<file path="config.mk">
export PLATFORM = sky130hd
export DESIGN_NAME = run_length_decoder_core
export DESIGN_NICKNAME = d
export VERILOG_FILES = /design/src/sv/rld_pkg.sv /design/src/sv/run_length_decoder_core.sv /design/src/sv/rld_ctrl.sv /design/src/sv/rld_datapath.sv
export SDC_FILE = /design/constraint.sdc
export NUM_CORES = 1
export LEC_CHECK = 0
export ABC_AREA = 1
export BUFFER_PORTS_ARGS = -buffer_cell sky130_fd_sc_hd__buf_2
export CAP_MARGIN = 20
export CORE_MARGIN = 5
export CORE_UTILIZATION = 55
export CTS_BUF_LIST = sky130_fd_sc_hd__clkbuf_16
export DETAILED_ROUTE_END_ITERATION = 8
export PLACE_DENSITY = 0.89
export SETUP_SLACK_MARGIN = 0.2
export SYNTH_ARGS = -nofsm -noshare
export SYNTH_HDL_FRONTEND = slang
export SYNTH_SLANG_ARGS = --single-unit
</file>
<file path="constraint.sdc">
create_clock -name clk_i -period 2.9 [get_ports clk_i]
set_input_delay 0.58 -clock clk_i [delete_from_list [all_inputs] [get_ports clk_i]]
set_output_delay 0.58 -clock clk_i [all_outputs]
set_load 0.01 [all_outputs]
</file>
<file path="src/sv/rld_pkg.sv">
package rld_pkg;

  localparam int unsigned BYTE_W = 8;

  // Source of the next word loaded into the output register
  typedef enum logic [1:0] {
    OUT_BYTE  = 2'd0,
    OUT_EMPTY = 2'd1,
    OUT_RUN   = 2'd2
  } out_sel_e;

  // Commands from the controller to the datapath
  typedef struct packed {
    logic     out_load;
    out_sel_e out_sel;
    logic     out_last;
    logic     out_trunc;
    logic     cnt_load;
    logic     cnt_dec;
    logic     cnt_clear;
    logic     run_cap;
    logic     run_step;
  } rld_cmd_t;

  // Status from the datapath to the controller
  typedef struct packed {
    logic enable;
    logic slot_free;
    logic cnt_is_one;
    logic run_le_lanes;
    logic ctl_is_rep;
  } rld_stat_t;

endpackage

</file>
<file path="src/sv/run_length_decoder_core.sv">
// Channel   Direction  tdata                                   tlast          tuser
// s_axis    in         [7:0] in_byte                           end_of_stream  -
// m_axis    out        [8L-1:0] out_bytes, then byte_count     last_of_item   truncated
// cfg       in         cfg_wdata_i = compressed_enable, written when cfg_we_i is high
//
// A control or literal byte is handled as it is taken; a repeat data byte is expanded into
// ceil(count/OUT_LANES) words, one per cycle while the single output register is free.
// The output register takes a new word in the cycle its current word is taken.
// Reset sets compressed_enable and returns the decoder to expect a control byte.
// A stalled output holds the input off until the output register frees up.
module run_length_decoder_core import rld_pkg::*; #(
  parameter int unsigned OUT_LANES = 4
) (
  input  logic                  clk_i,
  input  logic                  rst_ni,
  input  logic                  cfg_we_i,
  input  logic                  cfg_wdata_i,
  input  logic                  s_axis_tvalid_i,
  output logic                  s_axis_tready_o,
  input  logic [7:0]            s_axis_tdata_i,   // in_byte
  input  logic                  s_axis_tlast_i,   // end_of_stream
  output logic                  m_axis_tvalid_o,
  input  logic                  m_axis_tready_i,
  // out_bytes, byte_count, zero pad to whole bytes
  output logic [((OUT_LANES*BYTE_W+$clog2(OUT_LANES+1)+7)/8)*8-1:0] m_axis_tdata_o,
  output logic                  m_axis_tlast_o,   // last_of_item
  output logic                  m_axis_tuser_o    // truncated
);

  localparam int unsigned DW = OUT_LANES * BYTE_W;
  localparam int unsigned CW = $clog2(OUT_LANES + 1);
  localparam int unsigned TW = ((DW + CW + 7) / 8) * 8;

  rld_cmd_t      cmd;
  rld_stat_t     stat;
  logic [DW-1:0] out_bytes;
  logic [CW-1:0] out_count;

  rld_ctrl u_ctrl (
    .clk_i      (clk_i),
    .rst_ni     (rst_ni),
    .in_valid_i (s_axis_tvalid_i),
    .in_eos_i   (s_axis_tlast_i),
    .stat_i     (stat),
    .in_ready_o (s_axis_tready_o),
    .cmd_o      (cmd)
  );

  rld_datapath #(
    .OUT_LANES (OUT_LANES)
  ) u_datapath (
    .clk_i       (clk_i),
    .rst_ni      (rst_ni),
    .cfg_we_i    (cfg_we_i),
    .cfg_wdata_i (cfg_wdata_i),
    .in_byte_i   (s_axis_tdata_i),
    .out_ready_i (m_axis_tready_i),
    .cmd_i       (cmd),
    .stat_o      (stat),
    .out_valid_o (m_axis_tvalid_o),
    .out_bytes_o (out_bytes),
    .out_count_o (out_count),
    .out_last_o  (m_axis_tlast_o),
    .out_trunc_o (m_axis_tuser_o)
  );

  assign m_axis_tdata_o = TW'({out_count, out_bytes});

endmodule

</file>
<file path="src/sv/rld_ctrl.sv">
module rld_ctrl import rld_pkg::*; (
  input  logic      clk_i,
  input  logic      rst_ni,
  input  logic      in_valid_i,
  input  logic      in_eos_i,
  input  rld_stat_t stat_i,
  output logic      in_ready_o,
  output rld_cmd_t  cmd_o
);

  localparam logic [1:0] ST_CTRL = 2'd0;
  localparam logic [1:0] ST_LIT  = 2'd1;
  localparam logic [1:0] ST_REP  = 2'd2;
  localparam logic [1:0] ST_EMIT = 2'd3;

  logic [1:0] state_q, state_d;

  always_ff @(posedge clk_i or negedge rst_ni) begin
    if (!rst_ni) begin
      state_q <= ST_CTRL;
    end else begin
      state_q <= state_d;
    end
  end

  assign in_ready_o = (state_q != ST_EMIT) && stat_i.slot_free;

  always_comb begin
    state_d       = state_q;
    cmd_o         = '0;
    cmd_o.out_sel = OUT_BYTE;
    if (state_q == ST_EMIT) begin
      // one word of the run per free output slot
      if (stat_i.slot_free) begin
        cmd_o.out_load = 1'b1;
        cmd_o.out_sel  = OUT_RUN;
        cmd_o.out_last = stat_i.run_le_lanes;
        cmd_o.run_step = 1'b1;
        if (stat_i.run_le_lanes) begin
          state_d = ST_CTRL;
        end
      end
    end else if (in_valid_i && in_ready_o) begin
      if (!stat_i.enable) begin
        cmd_o.out_load = 1'b1;
        cmd_o.out_last = 1'b1;
      end else begin
        unique case (state_q)
          ST_LIT: begin
            cmd_o.out_load  = 1'b1;
            cmd_o.out_last  = 1'b1;
            cmd_o.out_trunc = in_eos_i && !stat_i.cnt_is_one;
            cmd_o.cnt_dec   = 1'b1;
            if (stat_i.cnt_is_one) begin
              state_d = ST_CTRL;
            end
          end
          ST_REP: begin
            cmd_o.run_cap = 1'b1;
            state_d       = ST_EMIT;
          end
          default: begin
            cmd_o.cnt_load = 1'b1;
            state_d        = stat_i.ctl_is_rep ? ST_REP : ST_LIT;
            if (in_eos_i) begin
              cmd_o.out_load  = 1'b1;
              cmd_o.out_sel   = OUT_EMPTY;
              cmd_o.out_last  = 1'b1;
              cmd_o.out_trunc = 1'b1;
            end
          end
        endcase
      end
      // stream end resets the decoder, a repeat byte finishes its run first
      if (in_eos_i && !(stat_i.enable && state_q == ST_REP)) begin
        state_d         = ST_CTRL;
        cmd_o.cnt_clear = 1'b1;
      end
    end
  end

endmodule

</file>
<file path="src/sv/rld_datapath.sv">
module rld_datapath import rld_pkg::*; #(
  parameter int unsigned OUT_LANES = 4
) (
  input  logic                            clk_i,
  input  logic                            rst_ni,
  input  logic                            cfg_we_i,
  input  logic                            cfg_wdata_i,
  input  logic [BYTE_W-1:0]               in_byte_i,
  input  logic                            out_ready_i,
  input  rld_cmd_t                        cmd_i,
  output rld_stat_t                       stat_o,
  output logic                            out_valid_o,
  output logic [OUT_LANES*BYTE_W-1:0]     out_bytes_o,
  output logic [$clog2(OUT_LANES+1)-1:0]  out_count_o,
  output logic                            out_last_o,
  output logic                            out_trunc_o
);

  localparam int unsigned DW = OUT_LANES * BYTE_W;
  localparam int unsigned CW = $clog2(OUT_LANES + 1);

  logic              enable_q;
  logic [7:0]        cnt_q, cnt_d;
  logic [BYTE_W-1:0] run_byte_q;
  logic              out_valid_q;
  logic [DW-1:0]     bytes_q, bytes_d;
  logic [CW-1:0]     count_q, count_d;
  logic              last_q;
  logic              trunc_q;

  logic              run_le;
  logic [CW-1:0]     take;
  logic [DW-1:0]     run_word;

  assign run_le = (cnt_q <= 8'(OUT_LANES));
  assign take   = run_le ? cnt_q[CW-1:0] : CW'(OUT_LANES);

  always_comb begin
    for (int i = 0; i < OUT_LANES; i++) begin
      run_word[i*BYTE_W +: BYTE_W] = (CW'(i) < take) ? run_byte_q : '0;
    end
  end

  always_comb begin
    cnt_d = cnt_q;
    if (cmd_i.cnt_clear) begin
      cnt_d = '0;
    end else if (cmd_i.cnt_load) begin
      // literal: ctl+1, repeat: 1-ctl as a signed byte
      cnt_d = in_byte_i[7] ? (~in_byte_i + 8'd2) : (in_byte_i + 8'd1);
    end else if (cmd_i.cnt_dec) begin
      cnt_d = cnt_q - 8'd1;
    end else if (cmd_i.run_step) begin
      cnt_d = cnt_q - 8'(take);
    end
  end

  always_comb begin
    case (cmd_i.out_sel)
      OUT_RUN: begin
        bytes_d = run_word;
        count_d = take;
      end
      OUT_EMPTY: begin
        bytes_d = '0;
        count_d = '0;
      end
      default: begin
        bytes_d = DW'(in_byte_i);
        count_d = CW'(1);
      end
    endcase
  end

  always_ff @(posedge clk_i or negedge rst_ni) begin
    if (!rst_ni) begin
      enable_q    <= 1'b1;
      cnt_q       <= '0;
      out_valid_q <= 1'b0;
    end else begin
      if (cfg_we_i) begin
        enable_q <= cfg_wdata_i;
      end
      cnt_q <= cnt_d;
      if (cmd_i.out_load) begin
        out_valid_q <= 1'b1;
      end else if (out_ready_i) begin
        out_valid_q <= 1'b0;
      end
    end
  end

  always_ff @(posedge clk_i) begin
    if (cmd_i.run_cap) begin
      run_byte_q <= in_byte_i;
    end
    if (cmd_i.out_load) begin
      bytes_q <= bytes_d;
      count_q <= count_d;
      last_q  <= cmd_i.out_last;
      trunc_q <= cmd_i.out_trunc;
    end
  end

  assign stat_o.enable       = enable_q;
  assign stat_o.slot_free    = !out_valid_q || out_ready_i;
  assign stat_o.cnt_is_one   = (cnt_q == 8'd1);
  assign stat_o.run_le_lanes = run_le;
  assign stat_o.ctl_is_rep   = in_byte_i[7];

  assign out_valid_o = out_valid_q;
  assign out_bytes_o = bytes_q;
  assign out_count_o = count_q;
  assign out_last_o  = last_q;
  assign out_trunc_o = trunc_q;

endmodule

</file>
Word-level counts from Yosys, hierarchy flattened --
Cells that the tools add are included.
Storage, ports and cells: logic and storage cells 89, output and inout port bits 44, register bits after elaboration 57
Operators by class: bitwise operators 3, add/sub/neg operators 4, reduce and logical (&&, ||, !) cells 16, multiplexer cells 42, order comparisons 5, eq/ne operators 10
Operators with widths (count):
- 8-bit 2-to-1 mux | 9
- 32-bit one-hot mux with 2 select lines | 1
- 2-bit 2-to-1 mux | 10
- 4-bit 2-to-1 mux | 3
- 1-bit 2-to-1 mux | 11
- 9-bit 2-to-1 mux | 1
- 8-bit by 1-bit adder with 8-bit output, second input constant | 1
- 8-bit by 2-bit adder with 8-bit output, second input constant | 1
- 8-bit by 1-bit == test with 1-bit output, second input constant | 1
- 8-bit by 3-bit less-or-equal comparator with 1-bit output, second input constant | 1
- 8-bit inverter | 1
- 2-bit one-hot mux with 2 select lines | 2
- 8-bit by 1-bit subtractor with 8-bit output, second input constant | 1
- 8-bit by 3-bit subtractor with 8-bit output | 1
- 2-bit == test, second input constant | 3
- 1-bit by 3-bit < comparator with 1-bit output, first input constant | 2
- 2-bit by 3-bit < comparator with 1-bit output, first input constant | 2
- 3-bit 2-to-1 mux | 2
- 3-bit one-hot mux with 2 select lines | 1
- 1-bit logical AND | 5
- 5-bit 2-to-1 mux | 1
- 5-bit AND reduction | 1
- 2-bit by 1-bit == test with 1-bit output, second input constant | 2
- 2-bit by 1-bit inequality test with 1-bit output, second input constant | 2
- 11 further kinds | 15

Longest topological paths before layout --
Gate-level depths: netlist (run 1).
depth after elaboration 10, gate-level depth with buffers 19

Cells and area by module --
Synthesis (run 1) repeated with hierarchy kept, for this count alone.
Unflattened totals: cell total of the unflattened synthesis 337, area, all modules 3129.3 um^2
By module, submodules not included:
- rld_datapath | times used 1, area each 2773.9 um^2, sequential area each 1602.8 um^2, cells an instance 276
- rld_ctrl | times used 1, area each 314.1 um^2, sequential area each 50.0 um^2, cells an instance 55
- run_length_decoder_core | times used 1, area each 41.3 um^2, sequential area each 0.0 um^2, cells an instance 6

Worst setup path before layout (run 1) --
OpenSTA, ideal clock, no wires.
kind reg-to-reg, start register u_ctrl.state_q[0], end register u_datapath.bytes_q[0], in the netlist u_datapath.out_bytes_o[0] (enable), cell stages (with the launch flop) 8, data arrival time 1.860 ns, period minus slack after synthesis 2.255 ns, setup time 0.395 ns, path buffers 0, path slack 0.645 ns, path through dfrtp_1 -> inv_1 -> ha_1 -> inv_1 -> nand2_1 -> nand3_1 -> nand2_1 -> nand2_1
RTL lines:
- start, declared | line rld_ctrl.sv:16 | logic [1:0] state_q, state_d;
- start signal, assigned | line rld_ctrl.sv:22 | state_q <= state_d;
- end signal, assigned | line rld_datapath.sv:98 | bytes_q <= bytes_d;
- end, declared | line rld_datapath.sv:26 | logic [DW-1:0] bytes_q, bytes_d;

Final worst setup path (run 1) --
start register u_datapath.cnt_q[1], end register u_datapath.cnt_q[1]
Between the ends: cells in the longest elaborated chain, start to end 7
Ends and longest elaborated chain:
- start, declared | line rld_datapath.sv:23 | logic [7:0] cnt_q, cnt_d;
- start signal, assigned | line rld_datapath.sv:84 | cnt_q <= cnt_d;
- 8-bit by 3-bit less-or-equal comparator with 1-bit output | line rld_datapath.sv:35 | assign run_le = (cnt_q <= 8'(OUT_LANES));
- 3-bit 2-to-1 mux | line rld_datapath.sv:36 | assign take = run_le ? cnt_q[CW-1:0] : CW'(OUT_LANES);
- 8-bit by 3-bit subtractor with 8-bit output | line rld_datapath.sv:54 | cnt_d = cnt_q - 8'(take);
- 8-bit 2-to-1 mux | line rld_datapath.sv:53 | end else if (cmd_i.run_step) begin
- 8-bit 2-to-1 mux (*) | line rld_datapath.sv:51 | end else if (cmd_i.cnt_dec) begin
- 8-bit 2-to-1 mux (*) | line rld_datapath.sv:48 | end else if (cmd_i.cnt_load) begin
- 8-bit 2-to-1 mux (*) | line rld_datapath.sv:46 | if (cmd_i.cnt_clear) begin
Mark *: on every way between the ends. The rest lies on a longest branch, timed or not. The select of a mux whose other input is x is not followed. A chain may end at the register's enable or synchronous reset.

==> summary.txt, run 1 <==
Timing
  – Fraction of the cycle the final worst path needs: 74.9%
  – Final Hold Viols: 0
  – Min Hold Slack: 0.130 ns
  – Tmin final: 2.17 ns
  – Measured slew at the worst slew-check pin: 0.722 ns
  – Worst setup margin: 0.727 ns
  – Setup Viol. Count Final: 0
  – FMAX: 460 MHz
  – Setup TNS: 0 ns
  – RSZ-0062 raised after global routing: no
  – Max-slew violation count: 0
  – Relative slew slack: 51.7%
  – Clock Skew: 0.00549 ns

Global route
  – First-pass GRT wire length: 11300 microns
  – Total gr overflow: 0
  – Largest net degree at the start of global routing: 38
  – Number of global-route vias before repair: 2312
  – Initial antenna violation count: 0
  – All-Layer GR Usage: 20.4%

Die
  – Die area: 7030 sq um
  – Die X: 83.8 microns
  – Initial Util: 57.6%
  – Row count: 26
  – Die height: 83.8 microns
  – Core area: 5200 sq um
  – Boundary Pins: 59

Routing
  – DRT Wirelength: 6930 microns
  – Residual DRC count: 0
  – First-pass DRT Iterations: 5
  – Initial drt markers: 225
  – Vias per cell: 5.42
  – Vias: 2450
  – Post-DRT Antenna Nets: 0
  – WL/cell: 15.3 microns

Layout
  – Ant diodes: 0
  – Fillers: 378
  – Fraction of layout cells with a size suffix above 1: 24.6%
  – Area growth from synthesis to layout: 21.9%
  – Layout Nets: 402

Setup path
  – Largest incremental delay on the critical path: 0.43 ns
  – Startpoint Class: flip-flop
  – Worst R2R Path Depth: 13
  – Crit path from: u_datapath.cnt_q[1]
  – Slowest stage cell on the critical path: dfrtp_1
  – FF-to-FF Start: u_datapath.cnt_q[1]
  – Crit path DAT: 2.37 ns
  – Critical-path maximum fanout: 5
  – Worst setup path category: reg -> reg
  – Reg2reg end: u_datapath.cnt_q[1]
  – Reg2reg setup slack: 0.73 ns
  – Worst Path Required: 3.09 ns
  – Critical path cell sequence: inv_1 > ha_1 > inv_1 > nand2_1 > nand2_1 > nor2_4 > inv_1 > nand2_1 > ha_1 > nor2_1 > a21oi_1 > o21ai_0 > o22ai_1
  – Setup crit end kind: flip-flop

Power
  – Pwr Density: 1030 nW/um^2
  – Static Leak: 1.71 nW
  – Max IR drop VDD: 0.000492 V

CTS
  – CTS max path bufs: 2
  – Clk root buf: clkbuf_16
  – CTS tree: yes
  – # Post-CTS Setup Buffers: 0
  – Reg clk slew, reported paths: 0.05 ns
  – Post-cts sizing count: 0
  – Num CTS Buffers: 9
  – Hold bufs inserted after CTS: 0
  – Worst skew pair latency: 0.32 ns
  – Clk sinks: 57
  – Number of H-tree levels: 3

Hold path
  – Hold WC Path Type: in -> async

Placed design
  – Pre-CTS setup slack: 0.792 ns
  – Port Buf Inserts: 53
  – RePlAce Congestion: 0.929
  – Post-DP HPWL: 4960 microns

Synthesis
  – Synth Instances: 312
  – Netlist Area Pre-Place: 3000 sq um
  – Synthesized flop and latch total: 57
  – Seq/Total Area, Yosys: 55.1%
  – Yosys warning count: 0
  – Avg Cell Area, Syn: 9.61 sq um
  – Yosys cell types: 34

Flow run
  – Max Cap Violations: 0

Outcome
  – Status: finished, final reports clean
-- power breakdown --
| part | leakage (nW) | total (W) | internal, W | switching [W] |
|---|---|---|---|---|
| clock | 0.156 | 0.00109 | 0.000742 | 0.000351 |
| combinational | 0.978 | 0.00140 | 0.000458 | 0.000940 |
| sequential | 0.579 | 0.00127 | 0.00115 | 0.000124 |
-- critical path, delay by kind of cell (launching register included) --
| kind | cells | cell delay (ns) |
|---|---|---|
| AND/OR/NAND/NOR | 5 | 0.55 |
| adder cells (fa/ha/maj) | 2 | 0.46 |
| flip-flops | 1 | 0.43 |
| buffers and inverters | 3 | 0.30 |
| AO/OA/AOI/OAI | 3 | 0.30 |
-- stage by stage --
step           utilization [%]  std cells  area (sq um)  total power [W]
5_1_grt                   70.2        452          3650          0.00398
4_1_cts                   70.2        452          3650          0.00376
3_3_place_gp              64.2        436          3340          0.00258
3_5_place_dp              64.2        436          3340          0.00264
6_report                  70.2        452          3650          0.00376
2_1_floorplan                -        317          3020          0.00225
-- synthesized netlist by cell type (all sizes together) --
library cell / n / area, sq um
xor2: 3 / 26.3
nor3: 1 / 16.3
dfstp: 1 / 26.3
a21oi: 11 / 66.3
nand3: 23 / 140
nor2: 45 / 223
edfxtp: 45 / 1350
o311ai: 1 / 8.76
buf: 6 / 42.5
a21boi: 1 / 7.51
ha: 10 / 125
a22oi: 1 / 7.51
o31ai: 1 / 7.51
dfrtp: 11 / 275
o22ai: 9 / 56.3
a221oi: 1 / 8.76
or2: 2 / 12.5
nand4: 2 / 12.5
inv: 43 / 161
nand2: 75 / 307
conb: 2 / 7.51
o21ai: 13 / 72.6
o211ai: 5 / 37.5
-- area by class of cell --
type	instances	area, sq um	share of cell area (%)
Timing Repair Buffer	55	280	7.67
Tap cell	70	87.6	2.40
Inverter	43	161	4.42
Clock inverter	7	86.3	2.36
Multi-Input combinational cell	211	1160	31.8
Sequential cell	57	1650	45.2
Clock buffer	9	225	6.16
-- routing by layer --
metal  routed length (microns)  part of all wire [%]  vias to the layer above  GRT usage (%)
li1                          -                     -                     1164              -
met1                      2670                    39                     1138           23.7
met2                      3550                    51                      129           35.9
met3                       561                   8.1                       19           6.42
met4                       149                   2.1                        0           6.43
met5                         0                     0                        -              0
-- sequential cells by signal (all words and copies together) (netlist names) --
| register | flops |
|---|---|
| u_ctrl.state_q | 2 |
| u_datapath.out_count_o | 3 |
| u_datapath.out_trunc_o | 1 |
| u_datapath.enable_q | 1 |
| u_datapath.run_byte_q | 8 |
| u_datapath.out_valid_o | 1 |
| u_datapath.cnt_q | 8 |
| u_datapath.out_last_o | 1 |
| u_datapath.out_bytes_o | 32 |
-- worst max path at each step --
stage | to | slack [ns] | cells past startpoint
after CTS | u_datapath.cnt_q[1] | 0.75 | 13
after detailed placement | u_datapath.cnt_q[1] | 0.79 | 13
after global routing | u_datapath.cnt_q[1] | 0.58 | 13
final | u_datapath.cnt_q[1] | 0.73 | 13
after global placement | u_datapath.run_byte_q[2] | 0.88 | 6
after floorplan | u_datapath.out_bytes_o[0] | 0.65 | 7
-- cell families (layout without fill, tap and decap cells) --
kind of cell,after synthesis,after routing,synth area share (%)
compound gates,43,43,9.10
fa+ha+maj,10,10,4.17
flops,57,57,55.1
buf+inv,49,114,6.80
other cells,2,7,0.250
simple gates,148,148,23.7
xor+xnor,3,3,0.876
-- layout by cell type, fill, tap and decap left out --
master      netlist  routed
o21ai_0          11      11
nand3_4           2       2
nor3_4            1       1
a21oi_1          10      10
o311ai_0          1       1
a21oi_4           1       1
o31ai_1           1       1
or2_1             1       1
clkinvlp_4        0       1
nor2_4            4       4
clkinv_2          0       3
xor2_1            3       3
bufinv_16         0       2
nor2_2            3       3
a21boi_0          1       1
clkbuf_16         0       9
o22ai_1           9       9
inv_1            39      40
nor2_8            1       1
o21ai_2           2       2
nand3_1          21      21
nor2_1           37      37
inv_2             4       4
dfstp_2           1       1
a221oi_1          1       1
buf_2             1      53
ha_1             10      10
nand4_1           2       2
conb_1            2       7
nand2_1          71      71
nand2_2           1       1
dfrtp_1          11      11
edfxtp_1         45      45
or2_2             1       1
nand2_4           3       3
o211ai_1          5       5
a22oi_1           1       1
buf_4             5       2
(Power assumes the default switching activity.)
==> run 2: changes to the inputs <==
--- a/config.mk
+++ b/config.mk
@@ -9,10 +9,10 @@
 export BUFFER_PORTS_ARGS = -buffer_cell sky130_fd_sc_hd__buf_2
 export CAP_MARGIN = 20
 export CORE_MARGIN = 5
-export CORE_UTILIZATION = 55
+export CORE_UTILIZATION = 50
 export CTS_BUF_LIST = sky130_fd_sc_hd__clkbuf_16
 export DETAILED_ROUTE_END_ITERATION = 8
-export PLACE_DENSITY = 0.89
+export PLACE_DENSITY = 0.85
 export SETUP_SLACK_MARGIN = 0.2
 export SYNTH_ARGS = -nofsm -noshare
 export SYNTH_HDL_FRONTEND = slang
==> constraint.sdc (replaced) <==
create_clock -name clk_i -period 1.98 [get_ports clk_i]
set_input_delay 0.396 -clock clk_i [delete_from_list [all_inputs] [get_ports clk_i]]
set_output_delay 0.396 -clock clk_i [all_outputs]
set_load 0.01 [all_outputs]
==> run 2 against run 1 <==
Compared with the run above: combinational power rose by 120%; via count increased by 21%; critical endpoint unchanged; core utilization is 0.13 points lower; worst hold slack improved by 0.10 ns.
==> summary.txt, run 2 (synthesized netlist as in run 1, its figures left out) <==
CTS
  – Clk root buf: clkbuf_16
  – CTS max path bufs: 2 (unchanged)
  – CTS tree: yes
  – Clk sinks: 57 (unchanged)
  – Number of H-tree levels: 3 (unchanged)
  – Worst skew pair latency: 0.33 ns (about the same)
  – Num CTS Buffers: 9 (unchanged)
  – Reg clk slew, reported paths: 0.06 ns (about the same)

Hold path
  – HP Start: cfg_we_i
  – Hold WC Path Type: in -> reg

Die
  – Die X: 87.5 microns (+4.3%)
  – Row count: 28 (+7.7%)
  – Die area: 7650 sq um (+8.8%)
  – Initial Util: 51.0% (-6.7 points)
  – Die height: 87.5 microns (+4.3%)
  – Core area: 5890 sq um (+13%)
  – Boundary Pins: 59 (unchanged)

Timing
  – FMAX: 529 MHz (+15%)
  – Clock Skew: 0.00964 ns (+0.00416 ns)
  – Measured slew at the worst slew-check pin: 0.548 ns (-0.173 ns)
  – RSZ-0062 raised after global routing: yes
  – Setup TNS: 0 ns (unchanged)
  – Tmin final: 1.89 ns (-0.284 ns)
  – Fraction of the cycle the final worst path needs: 95.4% (+20 points)
  – Final Hold Viols: 0 (unchanged)
  – Setup Viol. Count Final: 0 (unchanged)
  – Max-slew violation count: 0 (unchanged)
  – Relative slew slack: 63.1% (+11 points)

Power
  – P_int: 0.00396 W (+69%)
  – Sw Pwr: 0.00262 W (+85%)
  – Switching Fraction: 39.8% (+2.2 points)
  – Static Leak: 1.90 nW (+11%)
  – Logic pwr share: 46.1% (+8.9 points)
  – Seq pwr share: 28.9% (-4.9 points)
  – Max IR drop VDD: 0.000797 V (+62%)
  – Pwr Density: 1590 nW/um^2 (+55%)
  – Tot Pwr: 0.00658 W (+75%)
  – Power share of the clock group: 25.0% (-4.1 points)

Placed design
  – Post-DP HPWL: 5370 microns (+8.4%)
  – Placed Cells incl. Taps: 450 (+3.2%)
  – RePlAce Congestion: 0.940 (+1.1%)
  – Port Buf Inserts: 53 (unchanged)
  – DP Area: 3450 sq um (+3.3%)

Global route
  – Largest net degree at the start of global routing: 18 (-53%)
  – First-pass GRT wire length: 14100 microns (+25%)
  – Initial antenna violation count: 0 (unchanged)
  – Total gr overflow: 0 (unchanged)
  – All-Layer GR Usage: 24.9% (+4.4 points)
  – Number of global-route vias before repair: 2791 (+21%)

Layout
  – Fraction of layout cells with a size suffix above 1: 37.6% (+13 points)
  – FF/Latch Area: 1660 sq um (+0.23%)
  – Final Cell Area: 4130 sq um (+13%)
  – Leading cell types in the layout, fill and taps excluded: nand2_1, buf_2, edfxtp_1
  – Ant diodes: 0 (unchanged)
  – Fillers: 389 (+2.9%)
  – Area growth from synthesis to layout: 37.5%
  – Final core occ: 70.1% (-0.13 points)
  – Max reg flops: 32 (unchanged)
  – Non-Filler Instances: 490 (+8.4%)
  – Layout Nets: 435 (+8.2%)
  – Commonest non-fill, non-tap cell in the layout: nand2_1
  – Multi-input logic area: 1310 sq um (+13%)

Setup path
  – Largest incremental delay on the critical path: 0.41 ns (-0.02 ns)
  – Slowest stage cell on the critical path: dfrtp_1
  – Setup crit end kind: flip-flop
  – Critical-path maximum fanout: 2 (-3)
  – Worst Path Required: 2.18 ns (-0.91 ns)
  – Crit path DAT: 2.09 ns (-0.28 ns)
  – Critical path cell sequence: inv_2 > ha_4 > inv_4 > nand2_4 > nand2_4 > nor2_4 > inv_2 > nand2_4 > ha_4 > nor2_2 > a21oi_1 > o21ai_1 > o22ai_1
  – Worst setup path category: reg -> reg
  – Most frequent CP cell: nand2_4
  – Crit path from: u_datapath.cnt_q[0]
  – Startpoint Class: flip-flop
  – FF-to-FF Start: u_datapath.cnt_q[0]

Routing
  – WL/cell: 20.5 microns (+34%)
  – First-pass DRT Iterations: 8 (+3)
  – Vias: 2973 (+21%)
  – DRT Wirelength: 10000 microns (+45%)
  – Initial drt markers: 438 (+95%)
  – Post-DRT Antenna Nets: 0 (unchanged)
  – Vias per cell: 6.07 (+12%)
  – Residual DRC count: 0 (unchanged)

Outcome
  – Status: finished, final reports clean

Flow run
  – Max Cap Violations: 0 (unchanged)
-- run 2: area by class of cell --
| class | instances | share of cell area (%) |
|---|---|---|
| inverters | 43 | 4.09 |
| well taps | 75 | 2.27 |
| flip-flops and latches | 57 | 40.2 |
| multi-input cells | 211 | 31.8 |
| repair buffers | 88 | 14.2 |
| clock inverters | 7 | 2.06 |
| clock buffers | 9 | 5.46 |
-- run 2: repair_timing --
action | CTS | global route
buffers inserted | 13 | 9
gates resized for setup | 14 | 26
gates cloned | 0 | 1
hold buffers | 1 | 0
pin swaps | 9 | 14
hold endpoints to repair | 11 | 0
setup endpoints to repair | 49 | 72
-- run 2: per-layer routing --
metal  vias up  GRT usage [%]  wire length [microns]
met5         -              0                      0
met4         0           14.4                    730
met2       296           42.8                   4840
met3        86           6.91                   1240
li1       1235              -                      -
met1      1356           27.2                   3240
-- run 2: power by group through the flow --
stage               Combinational [W]  Clock (W)  Sequential [W]
finish                        0.00304    0.00165         0.00190
global route                  0.00320    0.00169         0.00191
CTS                           0.00254    0.00162         0.00186
detailed placement            0.00217          0         0.00189
global placement              0.00210          0         0.00187
floorplan                     0.00137          0         0.00197
-- run 2: worst paths after layout --
check | endpoint | slack [ns] | depth (start not counted)
max | u_datapath.cnt_q[1] | 0.09 | 13
max in group asynchronous | u_datapath.enable_q | 1.20 | 2
min in group asynchronous | u_datapath.cnt_q[0] | 0.49 | 2
max reg2reg | u_datapath.cnt_q[1] | 0.09 | 13
min reg2reg | u_ctrl.state_q[0] | 0.58 | 2
min | u_datapath.enable_q | 0.23 | 2
-- run 2: metrics by stage --
step / setup slack, ns / hold WS (ns)
floorplan: 0.202 / 0.100
global placement: 0.135 / 0.302
detailed placement: 0.0511 / 0.301
CTS: 0.170 / 0.234
global route: 0.0846 / 0.262
finish: 0.0914 / 0.235
-- run 2: worst max-delay path, delay by kind of cell, from the launching register on --
| kind | cells | cell delay [ns] |
|---|---|---|
| adder cells (fa/ha/maj) | 2 | 0.34 |
| flip-flops | 1 | 0.41 |
| AO/OA/AOI/OAI | 3 | 0.32 |
| AND/OR/NAND/NOR | 5 | 0.45 |
| buffers and inverters | 3 | 0.21 |
==> run 3: changes to the inputs <==
--- a/config.mk
+++ b/config.mk
@@ -9,10 +9,10 @@
 export BUFFER_PORTS_ARGS = -buffer_cell sky130_fd_sc_hd__buf_2
 export CAP_MARGIN = 20
 export CORE_MARGIN = 5
-export CORE_UTILIZATION = 50
+export CORE_UTILIZATION = 55
 export CTS_BUF_LIST = sky130_fd_sc_hd__clkbuf_16
 export DETAILED_ROUTE_END_ITERATION = 8
-export PLACE_DENSITY = 0.85
+export PLACE_DENSITY = 0.89
 export SETUP_SLACK_MARGIN = 0.2
 export SYNTH_ARGS = -nofsm -noshare
 export SYNTH_HDL_FRONTEND = slang
==> constraint.sdc (replaced) <==
create_clock -name clk_i -period 2 [get_ports clk_i]
set_input_delay 0.4 -clock clk_i [delete_from_list [all_inputs] [get_ports clk_i]]
set_output_delay 0.4 -clock clk_i [all_outputs]
set_load 0.01 [all_outputs]
==> run 3 against run 2 <==
Compared with the run above: clock power increased by 5%; clock skew fell by 0.0011 ns; final cell count down 2.2%; worst setup slack got worse by 0.00088 ns; sequential power is 2% lower; routed wire length is 17% lower; combinational power down 12%; largest cell class unchanged.
==> summary.txt, run 3 (synthesized netlist as in run 1, its figures left out) <==
Outcome
  – Status: finished, final reports clean

Die
  – Die height: 83.8 microns (-4.1%)
  – Die X: 83.8 microns (-4.1%)
  – Initial Util: 57.6% (+6.7 points)
  – Boundary Pins: 59 (unchanged)
  – Core area: 5200 sq um (-12%)
  – Row count: 26 (-7.1%)
  – Die area: 7030 sq um (-8.1%)

Layout
  – Max reg flops: 32 (unchanged)
  – Ant diodes: 0 (unchanged)
  – Non-Filler Instances: 479 (-2.2%)
  – Area growth from synthesis to layout: 34.3%
  – Fraction of layout cells with a size suffix above 1: 34.5% (-3.1 points)
  – Layout Nets: 429 (-1.4%)
  – Commonest non-fill, non-tap cell in the layout: nand2_1
  – Leading cell types in the layout, fill and taps excluded: nand2_1, buf_2, edfxtp_1

CTS
  – CTS max path bufs: 2 (unchanged)
  – Num CTS Buffers: 9 (unchanged)
  – Reg clk slew, reported paths: 0.05 ns (about the same)
  – Clk sinks: 57 (unchanged)
  – CTS tree: yes
  – Number of H-tree levels: 3 (unchanged)
  – Clk root buf: clkbuf_16
  – Worst skew pair latency: 0.33 ns (about the same)

Placed design
  – RePlAce Congestion: 0.897 (-4.5%)
  – Port Buf Inserts: 53 (unchanged)
  – Placed Cells incl. Taps: 445 (-1.1%)
  – Post-DP HPWL: 5230 microns (-2.7%)

Routing
  – Vias: 2703 (-9.1%)
  – WL/cell: 17.5 microns (-15%)
  – Residual DRC count: 0 (unchanged)
  – Initial drt markers: 346 (-21%)
  – First-pass DRT Iterations: 8 (unchanged)
  – Vias per cell: 5.64 (-7.0%)
  – Post-DRT Antenna Nets: 0 (unchanged)
  – DRT Wirelength: 8370 microns (-17%)

Global route
  – All-Layer GR Usage: 22.7% (-2.1 points)
  – Number of global-route vias before repair: 2550 (-8.6%)
  – Initial antenna violation count: 0 (unchanged)
  – Total gr overflow: 0 (unchanged)
  – First-pass GRT wire length: 12300 microns (-13%)
  – Largest net degree at the start of global routing: 19 (+1)

Power
  – Sw Pwr: 0.00239 W (-8.8%)
  – P_int: 0.00389 W (-1.9%)
  – Max IR drop VDD: 0.000873 V (+9.5%)
  – Seq pwr share: 29.7% (+0.8 points)
  – Logic pwr share: 42.7% (-3.4 points)
  – Power share of the clock group: 27.6% (+2.6 points)
  – Pwr Density: 1560 nW/um^2 (-2.4%)
  – Switching Fraction: 38.0% (-1.7 points)
  – Static Leak: 1.86 nW (-2.2%)

Flow run
  – Max Cap Violations: 0 (unchanged)

Setup path
  – Setup crit end kind: flip-flop
  – Crit path DAT: 2.16 ns (+0.07 ns)
  – Worst setup path category: reg -> reg
  – Startpoint Class: flip-flop
  – Worst Path Required: 2.25 ns (+0.07 ns)
  – Critical-path maximum fanout: 5 (+3)

Timing
  – FMAX: 524 MHz (-1.1%)
  – Measured slew at the worst slew-check pin: 0.529 ns (-0.0194 ns)
  – Setup TNS: 0 ns (unchanged)
  – Fraction of the cycle the final worst path needs: 95.5% (about the same)
  – Tmin final: 1.91 ns (+0.0209 ns)
  – Final Hold Viols: 0 (unchanged)
  – Clock Skew: 0.00854 ns (-0.00111 ns)
  – Max-slew violation count: 0 (unchanged)
  – Setup Viol. Count Final: 0 (unchanged)
  – RSZ-0062 raised after global routing: yes
  – Relative slew slack: 64.4% (+1.3 points)

Hold path
  – Hold WC Path Type: in -> reg
## run 3: cell count changes in the layout (fill, tap and decap cells not counted), sizes merged
| cell | change |
|---|---|
| buf | -6 |
| clkinv | -2 |
| o21ai | +1 |
| clkinvlp | +1 |
| clkbuf | -1 |
| bufinv | +1 |
## run 3: area by class of cell
| cell class | instances | area, sq um |
|---|---|---|
| Fill cell | 316 | 1180 |
| Timing Repair Buffer | 81 | 494 |
| Tap cell | 70 | 87.6 |
| Multi-Input combinational cell | 212 | 1280 |
| Clock buffer | 9 | 225 |
| Clock inverter | 7 | 110 |
| Inverter | 43 | 170 |
| Sequential cell | 57 | 1660 |
## run 3: critical path, cell delays in order (launching register included)
cell and delay (ns):
dfrtp_2 0.42, inv_1 0.10, ha_4 0.17, a21boi_0 0.34, nand2_2 0.20, nand3_4 0.17
nand2_4 0.09, nor2_1 0.13, nand2_1 0.10, o21ai_1 0.09
## run 3: metrics by stage
step / util (%) / worst slack (ns) / hold WS (ns) / power [W] / instance area (sq um)
floorplan: - / 0.207 / 0.104 / 0.00330 / 3040
finish: 77.4 / 0.0905 / 0.229 / 0.00627 / 4030
global placement: 66.3 / 0.163 / 0.297 / 0.00391 / 3450
CTS: 74.6 / 0.166 / 0.230 / 0.00592 / 3880
detailed placement: 66.3 / 0.0473 / 0.291 / 0.00400 / 3450
global route: 77.4 / 0.0106 / 0.236 / 0.00657 / 4030
## run 3: power by group through the flow
stage	registers [W]	clock network (W)	logic (W)
6_report	0.00186	0.00173	0.00268
5_1_grt	0.00189	0.00180	0.00287
3_3_place_gp	0.00184	0	0.00207
3_5_place_dp	0.00186	0	0.00214
2_1_floorplan	0.00195	0	0.00135
4_1_cts	0.00185	0.00174	0.00233
## run 3: per-layer routing
metal / vias to the layer above / track usage, % / routed length [microns]
met2: 197 / 38.5 / 4200
met4: 0 / 11.1 / 295
met5: - / 0 / 0
met3: 33 / 7.60 / 874
met1: 1251 / 25.6 / 3000
li1: 1222 / - / -
## run 3: worst paths after layout
check / start / endpoint / slack [ns] / depth (start not counted)
setup / recovery: u_ctrl.state_q[0] / u_datapath.cnt_q[5] / 0.09 / 9
hold / removal: cfg_we_i / u_datapath.enable_q / 0.23 / 2
setup reg to reg: u_ctrl.state_q[0] / u_datapath.cnt_q[5] / 0.09 / 9
hold reg to reg: u_datapath.cnt_q[7] / u_datapath.cnt_q[7] / 0.59 / 2
max in group asynchronous: rst_ni / u_datapath.enable_q / 1.27 / 2
min in group asynchronous: rst_ni / u_datapath.cnt_q[2] / 0.46 / 2
## run 3: timing repair
item | in CTS | in global routing
pin swaps | 2 | 14
hold endpoints to repair | 11 | 0
hold buffers | 1 | 0
gates cloned | 0 | 1
buffers inserted | 7 | 9
endpoints found under the setup margin | 52 | 55
gates resized for setup | 7 | 20
